==> src/sv/hamming_nearest_neighbour_matcher_assert.svh <==
// Assertion macros for the Hamming nearest neighbor matcher.
`ifndef HAMMING_NEAREST_NEIGHBOUR_MATCHER_ASSERT_SVH
`define HAMMING_NEAREST_NEIGHBOUR_MATCHER_ASSERT_SVH

// Same-cycle implication, sampled on clk, held off during rst.
`define HNNM_ASSERT_IMP(label, ante, cons) \
  label: assert property (@(posedge clk) disable iff (rst) (ante) |-> (cons)) \
    else $error("hnnm assertion failed");

// Next-cycle implication, sampled on clk, held off during rst.
`define HNNM_ASSERT_NEXT(label, ante, cons) \
  label: assert property (@(posedge clk) disable iff (rst) (ante) |=> (cons)) \
    else $error("hnnm assertion failed");

`endif

==> src/sv/hnnm_pkg.sv <==
// Shared types, constants and helpers for the Hamming nearest neighbor matcher.
package hnnm_pkg;

  localparam int DESC_BITS    = 256;
  localparam int WORD_BITS    = 64;
  localparam int MAX_FEATURES = 2048;
  localparam int IDX_W        = $clog2(MAX_FEATURES);
  localparam int DIST_W       = 9;
  localparam int CFG_W        = 9;
  localparam int CFG_IDX_W    = 2;
  localparam int NUM_BYTES    = 32;

  localparam logic [DIST_W-1:0] NO_DIST       = 9'd256;
  localparam logic [CFG_W-1:0]  THRESH_RESET  = 9'd50;
  localparam logic [CFG_W-1:0]  RATIO_RESET   = 9'd192;
  localparam logic [255:0]      DESC_MASK     = {256{1'b1}} >> (256 - DESC_BITS);

  typedef enum logic [CFG_IDX_W-1:0] {
    REG_THRESHOLD = 2'd0,
    REG_RATIO     = 2'd1
  } cfg_reg_t;

  typedef struct packed {
    logic [CFG_W-1:0] threshold;
    logic [CFG_W-1:0] ratio;
  } hnnm_cfg_t;

  // One scored candidate on its way to the tracker
  typedef struct packed {
    logic [DIST_W-1:0] hdist;
    logic [IDX_W-1:0]  idx;
    logic              taken;
    logic              first;
    logic              last;
  } hnnm_item_t;

  // Count the set bits of one byte
  function automatic logic [3:0] pop8(input logic [7:0] b);
    logic [3:0] cnt;
    cnt = 4'd0;
    for (int i = 0; i < 8; i++) begin
      cnt = cnt + {3'b000, b[i]};
    end
    return cnt;
  endfunction

endpackage

==> src/sv/hnnm_dist.sv <==
// Input register, Hamming distance tree and scored-candidate register.
module hnnm_dist (
  input  logic                       clk,
  input  logic                       rst,
  input  logic                       in_valid,
  output logic                       in_ready,
  input  logic [63:0]                query_w0,
  input  logic [63:0]                query_w1,
  input  logic [63:0]                query_w2,
  input  logic [63:0]                query_w3,
  input  logic [63:0]                cand_w0,
  input  logic [63:0]                cand_w1,
  input  logic [63:0]                cand_w2,
  input  logic [63:0]                cand_w3,
  input  logic [hnnm_pkg::IDX_W-1:0] cand_index,
  input  logic                       cand_taken,
  input  logic                       first_cand,
  input  logic                       last_cand,
  output logic                       item_valid,
  input  logic                       item_ready,
  output hnnm_pkg::hnnm_item_t       item
);
  import hnnm_pkg::*;

  logic              s1_valid;
  logic [255:0]      s1_query;
  logic [255:0]      s1_cand;
  logic [IDX_W-1:0]  s1_idx;
  logic              s1_taken;
  logic              s1_first;
  logic              s1_last;
  logic              s2_free;

  logic [255:0]      diff;
  logic [3:0]        cnt8  [NUM_BYTES];
  logic [4:0]        cnt16 [NUM_BYTES/2];
  logic [5:0]        cnt32 [NUM_BYTES/4];
  logic [6:0]        cnt64 [NUM_BYTES/8];
  logic [7:0]        cnt128[NUM_BYTES/16];
  logic [DIST_W-1:0] dist_next;

  assign s2_free  = !item_valid || item_ready;
  assign in_ready = !s1_valid || s2_free;

  // Popcount of the masked difference as a balanced adder tree
  always_comb begin
    diff = (s1_query ^ s1_cand) & DESC_MASK;
    for (int i = 0; i < NUM_BYTES; i++) begin
      cnt8[i] = pop8(diff[8*i +: 8]);
    end
    for (int i = 0; i < NUM_BYTES/2; i++) begin
      cnt16[i] = {1'b0, cnt8[2*i]} + {1'b0, cnt8[2*i+1]};
    end
    for (int i = 0; i < NUM_BYTES/4; i++) begin
      cnt32[i] = {1'b0, cnt16[2*i]} + {1'b0, cnt16[2*i+1]};
    end
    for (int i = 0; i < NUM_BYTES/8; i++) begin
      cnt64[i] = {1'b0, cnt32[2*i]} + {1'b0, cnt32[2*i+1]};
    end
    for (int i = 0; i < NUM_BYTES/16; i++) begin
      cnt128[i] = {1'b0, cnt64[2*i]} + {1'b0, cnt64[2*i+1]};
    end
    dist_next = {1'b0, cnt128[0]} + {1'b0, cnt128[1]};
  end

  // Valid bits of both stages
  always_ff @(posedge clk) begin
    if (rst) begin
      s1_valid   <= 1'b0;
      item_valid <= 1'b0;
    end else begin
      if (s2_free) begin
        item_valid <= s1_valid;
      end
      if (in_ready) begin
        s1_valid <= in_valid;
      end
    end
  end

  // Capture the input beat and advance the scored candidate
  always_ff @(posedge clk) begin
    if (in_ready && in_valid) begin
      s1_query <= {query_w3, query_w2, query_w1, query_w0};
      s1_cand  <= {cand_w3, cand_w2, cand_w1, cand_w0};
      s1_idx   <= cand_index;
      s1_taken <= cand_taken;
      s1_first <= first_cand;
      s1_last  <= last_cand;
    end
    if (s2_free && s1_valid) begin
      item.hdist <= dist_next;
      item.idx   <= s1_idx;
      item.taken <= s1_taken;
      item.first <= s1_first;
      item.last  <= s1_last;
    end
  end

endmodule

==> src/sv/hnnm_track.sv <==
// Running best and second-best tracker with ratio test and result register.
module hnnm_track (
  input  logic                        clk,
  input  logic                        rst,
  input  hnnm_pkg::hnnm_cfg_t         cfg,
  input  logic                        item_valid,
  output logic                        item_ready,
  input  hnnm_pkg::hnnm_item_t        item,
  output logic                        out_valid,
  input  logic                        out_ready,
  output logic                        matched,
  output logic [hnnm_pkg::IDX_W-1:0]  match_index,
  output logic [hnnm_pkg::DIST_W-1:0] best_distance,
  output logic [hnnm_pkg::DIST_W-1:0] second_distance
);
  import hnnm_pkg::*;

  logic [DIST_W-1:0] best_dist;
  logic [DIST_W-1:0] second_dist;
  logic [IDX_W-1:0]  best_idx;
  logic              have_best;

  logic [DIST_W-1:0] best_next;
  logic [DIST_W-1:0] second_next;
  logic [IDX_W-1:0]  idx_next;
  logic              have_next;
  logic [17:0]       lhs;
  logic [17:0]       rhs;
  logic              ok;
  logic              take;
  logic              load;

  // A beat that ends a run waits only for room in the result register
  assign item_ready = !item.last || !out_valid || out_ready;
  assign take       = item_valid && item_ready;
  assign load       = take && item.last;

  // Fold the candidate into the running minima
  always_comb begin
    if (item.first) begin
      best_next   = NO_DIST;
      second_next = NO_DIST;
      idx_next    = '0;
      have_next   = 1'b0;
    end else begin
      best_next   = best_dist;
      second_next = second_dist;
      idx_next    = best_idx;
      have_next   = have_best;
    end
    if (!item.taken) begin
      if (item.hdist < best_next) begin
        second_next = best_next;
        best_next   = item.hdist;
        idx_next    = item.idx;
        have_next   = 1'b1;
      end else if (item.hdist < second_next) begin
        second_next = item.hdist;
      end
    end
    lhs = {1'b0, best_next, 8'h00};
    rhs = 18'(cfg.ratio) * 18'(second_next);
    ok  = have_next && (best_next <= cfg.threshold) && (lhs < rhs);
  end

  // Hold running state; clear it after a result
  always_ff @(posedge clk) begin
    if (rst) begin
      best_dist   <= NO_DIST;
      second_dist <= NO_DIST;
      best_idx    <= '0;
      have_best   <= 1'b0;
      out_valid   <= 1'b0;
    end else begin
      if (take) begin
        if (item.last) begin
          best_dist   <= NO_DIST;
          second_dist <= NO_DIST;
          best_idx    <= '0;
          have_best   <= 1'b0;
        end else begin
          best_dist   <= best_next;
          second_dist <= second_next;
          best_idx    <= idx_next;
          have_best   <= have_next;
        end
      end
      if (load) begin
        out_valid <= 1'b1;
      end else if (out_ready) begin
        out_valid <= 1'b0;
      end
    end
  end

  // Result payload
  always_ff @(posedge clk) begin
    if (load) begin
      matched         <= ok;
      match_index     <= have_next ? idx_next : '0;
      best_distance   <= best_next;
      second_distance <= second_next;
    end
  end

endmodule

==> src/sv/hamming_nearest_neighbour_matcher.sv <==
// Top level: configuration registers, distance stage and minima tracker.
// A run's result passes the input register, the scored-candidate register and the result register.
// Throughput: one candidate per cycle outside the stall below; the tracker's compare loop
// on the running minima sets this figure.
// Input stalls only while a run-ending beat waits on a result that is not taken.
// Reset: synchronous, clears minima, pipeline valids and loads threshold 50, ratio 192.
`include "hamming_nearest_neighbour_matcher_assert.svh"
module hamming_nearest_neighbour_matcher (
  input  logic                        clk,
  input  logic                        rst,
  input  logic                        in_valid,
  output logic                        in_ready,
  input  logic [63:0]                 query_w0,
  input  logic [63:0]                 query_w1,
  input  logic [63:0]                 query_w2,
  input  logic [63:0]                 query_w3,
  input  logic [63:0]                 cand_w0,
  input  logic [63:0]                 cand_w1,
  input  logic [63:0]                 cand_w2,
  input  logic [63:0]                 cand_w3,
  input  logic [hnnm_pkg::IDX_W-1:0]  cand_index,
  input  logic                        cand_taken,
  input  logic                        first_cand,
  input  logic                        last_cand,
  output logic                        out_valid,
  input  logic                        out_ready,
  output logic                        matched,
  output logic [hnnm_pkg::IDX_W-1:0]  match_index,
  output logic [hnnm_pkg::DIST_W-1:0] best_distance,
  output logic [hnnm_pkg::DIST_W-1:0] second_distance,
  input  logic                        cfg_valid,
  output logic                        cfg_ready,
  input  logic [hnnm_pkg::CFG_IDX_W-1:0] cfg_index,
  input  logic [hnnm_pkg::CFG_W-1:0]  cfg_data
);
  import hnnm_pkg::*;

  hnnm_cfg_t  cfg;
  hnnm_item_t item;
  logic       item_valid;
  logic       item_ready;

  assign cfg_ready = 1'b1;

  // Configuration writes; unknown indexes drop
  always_ff @(posedge clk) begin
    if (rst) begin
      cfg.threshold <= THRESH_RESET;
      cfg.ratio     <= RATIO_RESET;
    end else if (cfg_valid && cfg_ready) begin
      case (cfg_reg_t'(cfg_index))
        REG_THRESHOLD: cfg.threshold <= cfg_data;
        REG_RATIO:     cfg.ratio     <= cfg_data;
        default: ;
      endcase
    end
  end

  hnnm_dist u_dist (
    .clk        (clk),
    .rst        (rst),
    .in_valid   (in_valid),
    .in_ready   (in_ready),
    .query_w0   (query_w0),
    .query_w1   (query_w1),
    .query_w2   (query_w2),
    .query_w3   (query_w3),
    .cand_w0    (cand_w0),
    .cand_w1    (cand_w1),
    .cand_w2    (cand_w2),
    .cand_w3    (cand_w3),
    .cand_index (cand_index),
    .cand_taken (cand_taken),
    .first_cand (first_cand),
    .last_cand  (last_cand),
    .item_valid (item_valid),
    .item_ready (item_ready),
    .item       (item)
  );

  hnnm_track u_track (
    .clk             (clk),
    .rst             (rst),
    .cfg             (cfg),
    .item_valid      (item_valid),
    .item_ready      (item_ready),
    .item            (item),
    .out_valid       (out_valid),
    .out_ready       (out_ready),
    .matched         (matched),
    .match_index     (match_index),
    .best_distance   (best_distance),
    .second_distance (second_distance)
  );

  // Result ordering and consistency checks, and a threshold write check
  `HNNM_ASSERT_IMP(a_best_le_second, out_valid, best_distance <= second_distance)
  `HNNM_ASSERT_IMP(a_match_needs_best, out_valid && matched, best_distance != NO_DIST)
  `HNNM_ASSERT_IMP(a_empty_index_zero, out_valid && (best_distance == NO_DIST), match_index == '0)
  `HNNM_ASSERT_NEXT(a_thresh_write, cfg_valid && (cfg_index == REG_THRESHOLD), cfg.threshold == $past(cfg_data))

endmodule

==> config.mk <==
export PLATFORM = sky130hd
export DESIGN_NAME = hamming_nearest_neighbour_matcher
export DESIGN_NICKNAME = d
export VERILOG_FILES = /design/src/sv/hnnm_pkg.sv /design/src/sv/hnnm_dist.sv /design/src/sv/hnnm_track.sv /design/src/sv/hamming_nearest_neighbour_matcher.sv
export VERILOG_INCLUDE_DIRS = /design/src /design/src/sv
export SDC_FILE = /design/constraint.sdc
export NUM_CORES = 1
export LEC_CHECK = 0
export BUFFER_PORTS_ARGS = -buffer_cell sky130_fd_sc_hd__buf_2
export CAP_MARGIN = 20
export CORE_MARGIN = 5
export CORE_UTILIZATION = 40
export CTS_BUF_LIST = sky130_fd_sc_hd__clkbuf_2
export DETAILED_ROUTE_END_ITERATION = 10
export GPL_ROUTABILITY_DRIVEN = 0
export PLACE_DENSITY_LB_ADDON = 0.05
export SLEW_MARGIN = 25
export SYNTH_ARGS = -nofsm -noshare
export SYNTH_HDL_FRONTEND = slang
export SYNTH_SLANG_ARGS = --single-unit
==> constraint.sdc <==
create_clock -name clk -period 75.4 [get_ports clk]
set_clock_uncertainty 0.15 [all_clocks]
set_input_delay 3.77 -clock clk [delete_from_list [all_inputs] [get_ports clk]]
set_output_delay 3.77 -clock clk [all_outputs]
set_load 0.05 [all_outputs]
* Word level (Yosys, flattened, before mapping)
Cells that the tools add are included.
** Word-level totals
- Register bits :: 630
- Input port bits :: 542
- Output and inout port bits :: 33
- Word-level logic and storage cells :: 323
** Operators by class
- Add/sub/neg operators :: 255
- Multiply operators :: 1
- Order comparisons :: 4
- Equality and inequality tests :: 1
- Muxes and demuxes :: 19
- Bitwise operators :: 1
- Reduce and logical (&&, ||, !) cells :: 18
** Operators with widths (count)
- $add A4 B1 Y4 :: 192
- $xor A256 B256 Y256 :: 1
- $mux W9 :: 9
- $add A4 B4 Y5 :: 16
- $add A1 B1 Y2 :: 32
- $add A5 B5 Y6 :: 8
- $mux W11 :: 4
- $add A6 B6 Y7 :: 4
- $lt A17 B18 Y1 :: 1
- $lt A9 B9 Y1 :: 2
- $mul A9 B9 Y18 :: 1
- $add A7 B7 Y8 :: 2
- $add A8 B8 Y9 :: 1
- $le A9 B9 Y1 :: 1
- $logic_and A1 B1 Y1 :: 6
- $mux W1 :: 6
- $logic_not A1 Y1 :: 4
- $logic_or A1 B1 Y1 :: 4
- $reduce_and A2 Y1 :: 2
- $eq A2 B1 Y1 const B :: 1
- $logic_not A2 Y1 :: 1
- $reduce_bool A2 Y1 :: 1

* Depth between registers and ports, before layout
- Depth after elaboration :: 13
- Gate-level depth with buffers :: 35
- Mapped depth without buffers :: 32

* Cells and area by module
A second synthesis with hierarchy kept.
** Second synthesis, totals
- Cells, all modules :: 2123
- Area total of the unflattened synthesis :: 32147.1 um2
** Modules (own cells, without submodules)
- hnnm_dist :: instances 1, cells an instance 1382, area each 25288.0 um2, seq. area each 16525.8 um2
- hnnm_track :: instances 1, cells an instance 663, area each 6072.1 um2, seq. area each 1521.5 um2
- hamming_nearest_neighbour_matcher :: instances 1, cells an instance 78, area each 787.0 um2, seq. area each 360.3 um2

* Worst setup path after synthesis
No wires, ideal clock.
- Path kind :: input-to-reg
- From :: input out_ready
- To :: register u_dist.s1_cand[0] (enable)
- Library setup time :: 1.591 ns
- Arrival :: 29.235 ns
- Required time :: 73.659 ns
- Slack :: 44.424 ns
- Stages on the path :: 3
- Path buffers :: 0
- Path through :: nor2b_1 > and3_1 > a21oi_1
** Between the ends
- Longest elaborated chain between the ends :: 4
** Ends and longest elaborated chain
- start, declared :: line hamming_nearest_neighbour_matcher.sv:26 : input logic out_ready,
- $logic_or A1 B1 Y1 :: line hnnm_track.sv:34 : assign item_ready = !item.last || !out_valid || out_ready;
- $logic_or A1 B1 Y1 :: line hnnm_dist.sv:42 : assign s2_free = !item_valid || item_ready;
- $logic_or A1 B1 Y1 :: line hnnm_dist.sv:43 : assign in_ready = !s1_valid || s2_free;
- $logic_and A1 B1 Y1 :: line hnnm_dist.sv:83 : if (in_ready && in_valid) begin
- end signal, assigned :: line hnnm_dist.sv:85 : s1_cand <= {cand_w3, cand_w2, cand_w1, cand_w0};
- end, declared :: line hnnm_dist.sv:27 : logic [255:0] s1_cand;
Every way passes these cells.
A chain may end at the register's enable or synchronous reset.

* Worst setup path after layout
- From :: register u_dist.s1_query[232]
- To :: register, netlist name u_dist.item[22]
** Between the ends
- Longest elaborated chain between the ends :: 13
** Ends and longest elaborated chain
- start, declared :: line hnnm_dist.sv:26 : logic [255:0] s1_query;
- start signal, assigned :: line hnnm_dist.sv:84 : s1_query <= {query_w3, query_w2, query_w1, query_w0};
- $xor A256 B256 Y256 :: line hnnm_dist.sv:47 : diff = (s1_query ^ s1_cand) & DESC_MASK;
- $add A1 B1 Y2 :: line hnnm_pkg.sv:42 : cnt = cnt + {3'b000, b[i]};
- $add A4 B1 Y4 (6 in a row) :: line hnnm_pkg.sv:42
- $add A4 B4 Y5 :: line hnnm_dist.sv:52 : cnt16[i] = {1'b0, cnt8[2*i]} + {1'b0, cnt8[2*i+1]};
- $add A5 B5 Y6 :: line hnnm_dist.sv:55 : cnt32[i] = {1'b0, cnt16[2*i]} + {1'b0, cnt16[2*i+1]};
- $add A6 B6 Y7 :: line hnnm_dist.sv:58 : cnt64[i] = {1'b0, cnt32[2*i]} + {1'b0, cnt32[2*i+1]};
- $add A7 B7 Y8 :: line hnnm_dist.sv:61 : cnt128[i] = {1'b0, cnt64[2*i]} + {1'b0, cnt64[2*i+1]};
- $add A8 B8 Y9 :: line hnnm_dist.sv:63 : dist_next = {1'b0, cnt128[0]} + {1'b0, cnt128[1]};
- named net u_dist.dist_next[8] :: line hnnm_dist.sv:40 : logic [DIST_W-1:0] dist_next;
The timed path passes the listed nets, and every way through them passes these cells.

==> results <==
- The CTS tree is done.
- The distinct cell type count of the synthesized netlist is ~60.
- Setup violations remaining at the end of the flow were counted as 0.
- The hold buffer count at cts is 0.
- The depth of the worst register-to-register path is 28.
- Counting every instance in the synthesized netlist gives 2251.
- The count of port buffers added during placement is about 570.
- Grouping stages by cell kind, the critical path spends the most delay in adder cells.
- Summed over all failing endpoints, the final setup total negative slack is 0 ns.
- The endpoint arrival time on the critical path is between 10 and 15 ns.
- Entering global routing, the biggest net connects 149 pins.
- The number of antenna violations at the first check in global routing was 27.
- The number of global-route vias before repair is 21800.
- For this run, asynchronously set or reset flops after synthesis account for 0%.
- The cell with the biggest individual delay on the critical path is sky130_fd_sc_hd__fa_1.
- For this run, the leading register cell type out of synthesis is sky130_fd_sc_hd__edfxtp_1.
- The most critical setup path has its startpoint at u_dist.s1_query[232].
- The die boundary width is around 300 um.
- The floorplan step set the die height to 300 um.
- The detailed placer's ending HPWL is 65000 um.
- The post-route minimum period is around 9 ns.
- After detailed routing, the total wire length is 81000 um.
- The clock sink count is between 600 and 700.
- After global routing the overflow that remains totals 0.
- The post-cts gate resize count is 0.
- The worst max-slew margin expressed relative to the limit is 32.3%.
- The first detailed-routing pass ran for 5 iterations.
- The buffering stage count on the worst path with inverters included is 6.
- The die covers ~90000 um2.
- The global-route total usage across every layer is 18.2%.
- The most prevalent standard cell on the critical path is sky130_fd_sc_hd__fa_1.
- In this run the register-to-register setup slack is 66.27 ns.
- The total of warnings raised by yosys is 0.
- Sequential cells were found to cover 54.8% of the synthesized design area.
- The total number of H-tree levels is 4.
- The maximum operating frequency is 0.109 GHz.
- Compared with the post-synthesis result, the final layout area differs by 17.3%.
- The count of endpoints failing hold in the final timing report is 0.
- The core region is roughly 83000 um2.
- The initial detailed-routing violation count is 786.
- The total CTS buffers is 171.
- The maximum net fanout on the critical path is 2.
- The path category of the worst min-delay check is flop to flop.
- The final-layout fill cell count is 7587.
- The type of element capturing the critical path is a flop.
- The number of max-slew violations in the final report was 0.
- The run finished with clean final reports.
- The detail route stage leaves a number of antenna-violating nets equal to 0.
- Averaged over all synthesized cells, the footprint is 14.9 um2.
- The number of vias after detailed routing is 19100.
- The first global-routing pass estimated about 120000 um of wire.
- For this configuration, the core starts out at a cell density of 40.2%.
- The synthesized netlist occupies a cell area of approximately 34000 um2.
- STA classifies the critical path startpoint as a flop.
- For the pin with the worst max-slew slack, the measured transition is approximately 1.0 ns.
- After detailed routing, the number of remaining DRC violations is 0.
- Counting flops and latches in the post-synthesis netlist gives 630.
- The tool flagged a number of max-cap violations equal to 0.
- The worst register-to-register path ends at u_dist.item[22].
- The top-level I/O count is approximately 580.
- The longest clock path from root to sink contains 3 buffers.
- The clock latency reported for the late side of the worst-skew pair is 1.38 ns.
- The library cell used most frequently in the layout, excluding fill and tap cells, is sky130_fd_sc_hd__edfxtp_1.
- The number of cell rows is 106.
- Data on the critical path is required at its endpoint by between 70 and 80 ns.
- Counting buffers and inverters, the worst setup path is 28 cells deep.
- The most critical setup path has its endpoint at u_dist.item[22].
- In the final design database the tool counted 4010 nets.
- The post-CTS setup buffer count is 0.
- Setup repair after global routing left no endpoint under its margin.
- In this run the critical register-to-register path is launched from u_dist.s1_query[232].
- Dividing the detail-routed via count by the number of cells gives 4.56.
- The critical path in this run is classified as flop to flop.
- The root buffer cell chosen for the clock tree is sky130_fd_sc_hd__clkbuf_2.
- The final worst-path cycle share is 12.1%.
- Leaving out fill and tap cells, the most frequent cells in the layout are sky130_fd_sc_hd__edfxtp_1 (579), sky130_fd_sc_hd__buf_2 (572), sky130_fd_sc_hd__inv_1 (316).
- After detailed routing, the average wire length per cell comes to 19.3 um.
- The largest single stage delay on the critical path is 0.58 ns.
- The clock transition at the registers of the reported paths is 0.09 ns.
- Counting every net in the synthesized netlist gives 3284.
- In this run, synthesis inferred around 580 flip-flops with an integrated enable.
- The fraction of layout cells with a size suffix above 1 is 27.8%.
==> logic make-up (layout without fill, tap and decap cells) <==
kind of cell	after synthesis	in the layout	synth area share, %
AND/OR/NAND/NOR	290	290	4.29
AO/OA/AOI/OAI	173	173	3.60
flip-flops	630	630	54.8
other	1	13	0.0112
buffers and inverters	353	1200	4.04
XOR/XNOR	304	304	7.93
adder cells (fa/ha/maj)	491	491	25.0
multiplexers	9	9	0.268
==> flip-flops by register name, indices dropped and copies added (netlist names), 9 cells and up <==
register and count:
u_dist.s1_cand 256, cfg 18, u_track.match_index 11, u_track.best_distance 9, u_dist.item 23, u_dist.s1_idx 11, u_track.second_dist 9, u_track.best_idx 11
u_dist.s1_query 256, u_track.second_distance 9, u_track.best_dist 9
==> Yosys cell counts, types with 2 or more instances <==
cell / number / share of area (%)
sky130_fd_sc_hd__edfxtp_1: 579 / 52
sky130_fd_sc_hd__inv_1: 316 / 3.5
sky130_fd_sc_hd__fa_1: 301 / 18
sky130_fd_sc_hd__xor2_1: 212 / 5.5
sky130_fd_sc_hd__ha_1: 190 / 7.1
sky130_fd_sc_hd__xnor2_1: 92 / 2.4
sky130_fd_sc_hd__nand2_1: 77 / 0.86
sky130_fd_sc_hd__nor2_1: 69 / 0.77
sky130_fd_sc_hd__dfxtp_1: 51 / 3.0
sky130_fd_sc_hd__and2_1: 46 / 0.86
sky130_fd_sc_hd__nor2b_1: 37 / 0.69
sky130_fd_sc_hd__a21oi_1: 35 / 0.52
sky130_fd_sc_hd__o21ai_0: 30 / 0.45
sky130_fd_sc_hd__o21a_1: 23 / 0.51
sky130_fd_sc_hd__a22oi_1: 19 / 0.42
sky130_fd_sc_hd__nand2b_1: 19 / 0.35
sky130_fd_sc_hd__a21o_1: 17 / 0.38
sky130_fd_sc_hd__clkbuf_1: 14 / 0.16
sky130_fd_sc_hd__nand3_1: 14 / 0.21
sky130_fd_sc_hd__buf_2: 12 / 0.18
sky130_fd_sc_hd__mux2i_1: 9 / 0.27
sky130_fd_sc_hd__nor3_1: 9 / 0.13
sky130_fd_sc_hd__a22o_1: 8 / 0.21
sky130_fd_sc_hd__a211o_1: 6 / 0.16
sky130_fd_sc_hd__o2bb2ai_1: 6 / 0.16
sky130_fd_sc_hd__and3_1: 5 / 0.093
sky130_fd_sc_hd__buf_1: 5 / 0.056
sky130_fd_sc_hd__clkbuf_2: 4 / 0.060
sky130_fd_sc_hd__a211oi_1: 3 / 0.067
sky130_fd_sc_hd__o2111ai_1: 3 / 0.078
sky130_fd_sc_hd__a21boi_0: 2 / 0.045
sky130_fd_sc_hd__a221o_1: 2 / 0.060
sky130_fd_sc_hd__a221oi_1: 2 / 0.052
sky130_fd_sc_hd__nor4_1: 2 / 0.037
sky130_fd_sc_hd__o2111a_1: 2 / 0.067
sky130_fd_sc_hd__o211ai_1: 2 / 0.045
sky130_fd_sc_hd__o21bai_1: 2 / 0.045
sky130_fd_sc_hd__o22ai_1: 2 / 0.037
sky130_fd_sc_hd__o31ai_1: 2 / 0.045
sky130_fd_sc_hd__o41ai_1: 2 / 0.052
sky130_fd_sc_hd__or3_1: 2 / 0.037
==> cell type report <==
type	count	area (um2)	share of cell area, %
inverter	316	1190	3.01
clock inverter	50	295	0.750
sequential	630	18400	46.7
timing repair buffer	590	3040	7.72
tap	1080	1350	3.43
multi-input combinational	1268	13800	35.2
clock buffer	244	1220	3.10
antenna	12	30.0	0.0763
==> metrics by stage <==
step	utilization (%)	area (um2)	cells	setup slack (ns)	hold WS, ns
2_1_floorplan	-	33600	2251	44.42	0.250
3_3_place_gp	45.3	37800	3883	66.21	0.253
3_5_place_dp	45.3	37800	3883	66.18	0.255
4_1_cts	47.1	39300	4177	66.21	0.269
5_1_grt	47.2	39400	4182	65.79	0.283
6_report	47.2	39400	4190	66.27	0.267
==> worst min path at each step <==
stage                                 from        endpoint  slack [ns]  depth (start not counted)
after detailed placement  u_dist.s1_idx[1]  u_dist.item[4]        0.26                          0
after global routing      u_dist.s1_idx[0]  u_dist.item[3]        0.28                          0
after CTS                 u_dist.s1_idx[0]  u_dist.item[3]        0.27                          0
after global placement    u_dist.s1_idx[0]  u_dist.item[3]        0.25                          0
after floorplan             u_dist.s1_last  u_dist.item[0]        0.25                          0
final                     u_dist.s1_idx[1]  u_dist.item[4]        0.27                          0
==> routing by layer <==
metal  wire, um  track usage (%)  up-vias
met2      43900             33.4      481
met1      30900             20.5     9313
met5         89                0        -
li1           -                -     9165
met3       4300             5.14      133
met4       1800             5.73       12
==> worst register-to-register path, delay by kind of cell, from the launching register on <==
kind | cells | cell delay, ns
buf+inv | 6 | 0.32
fa+ha+maj | 15 | 6.91
flops | 1 | 0.40
compound gates | 4 | 0.63
xor+xnor | 3 | 0.50
Power is not shown: default switching activity piles up to over one toggle a cycle in this logic, so the estimate is an artifact.
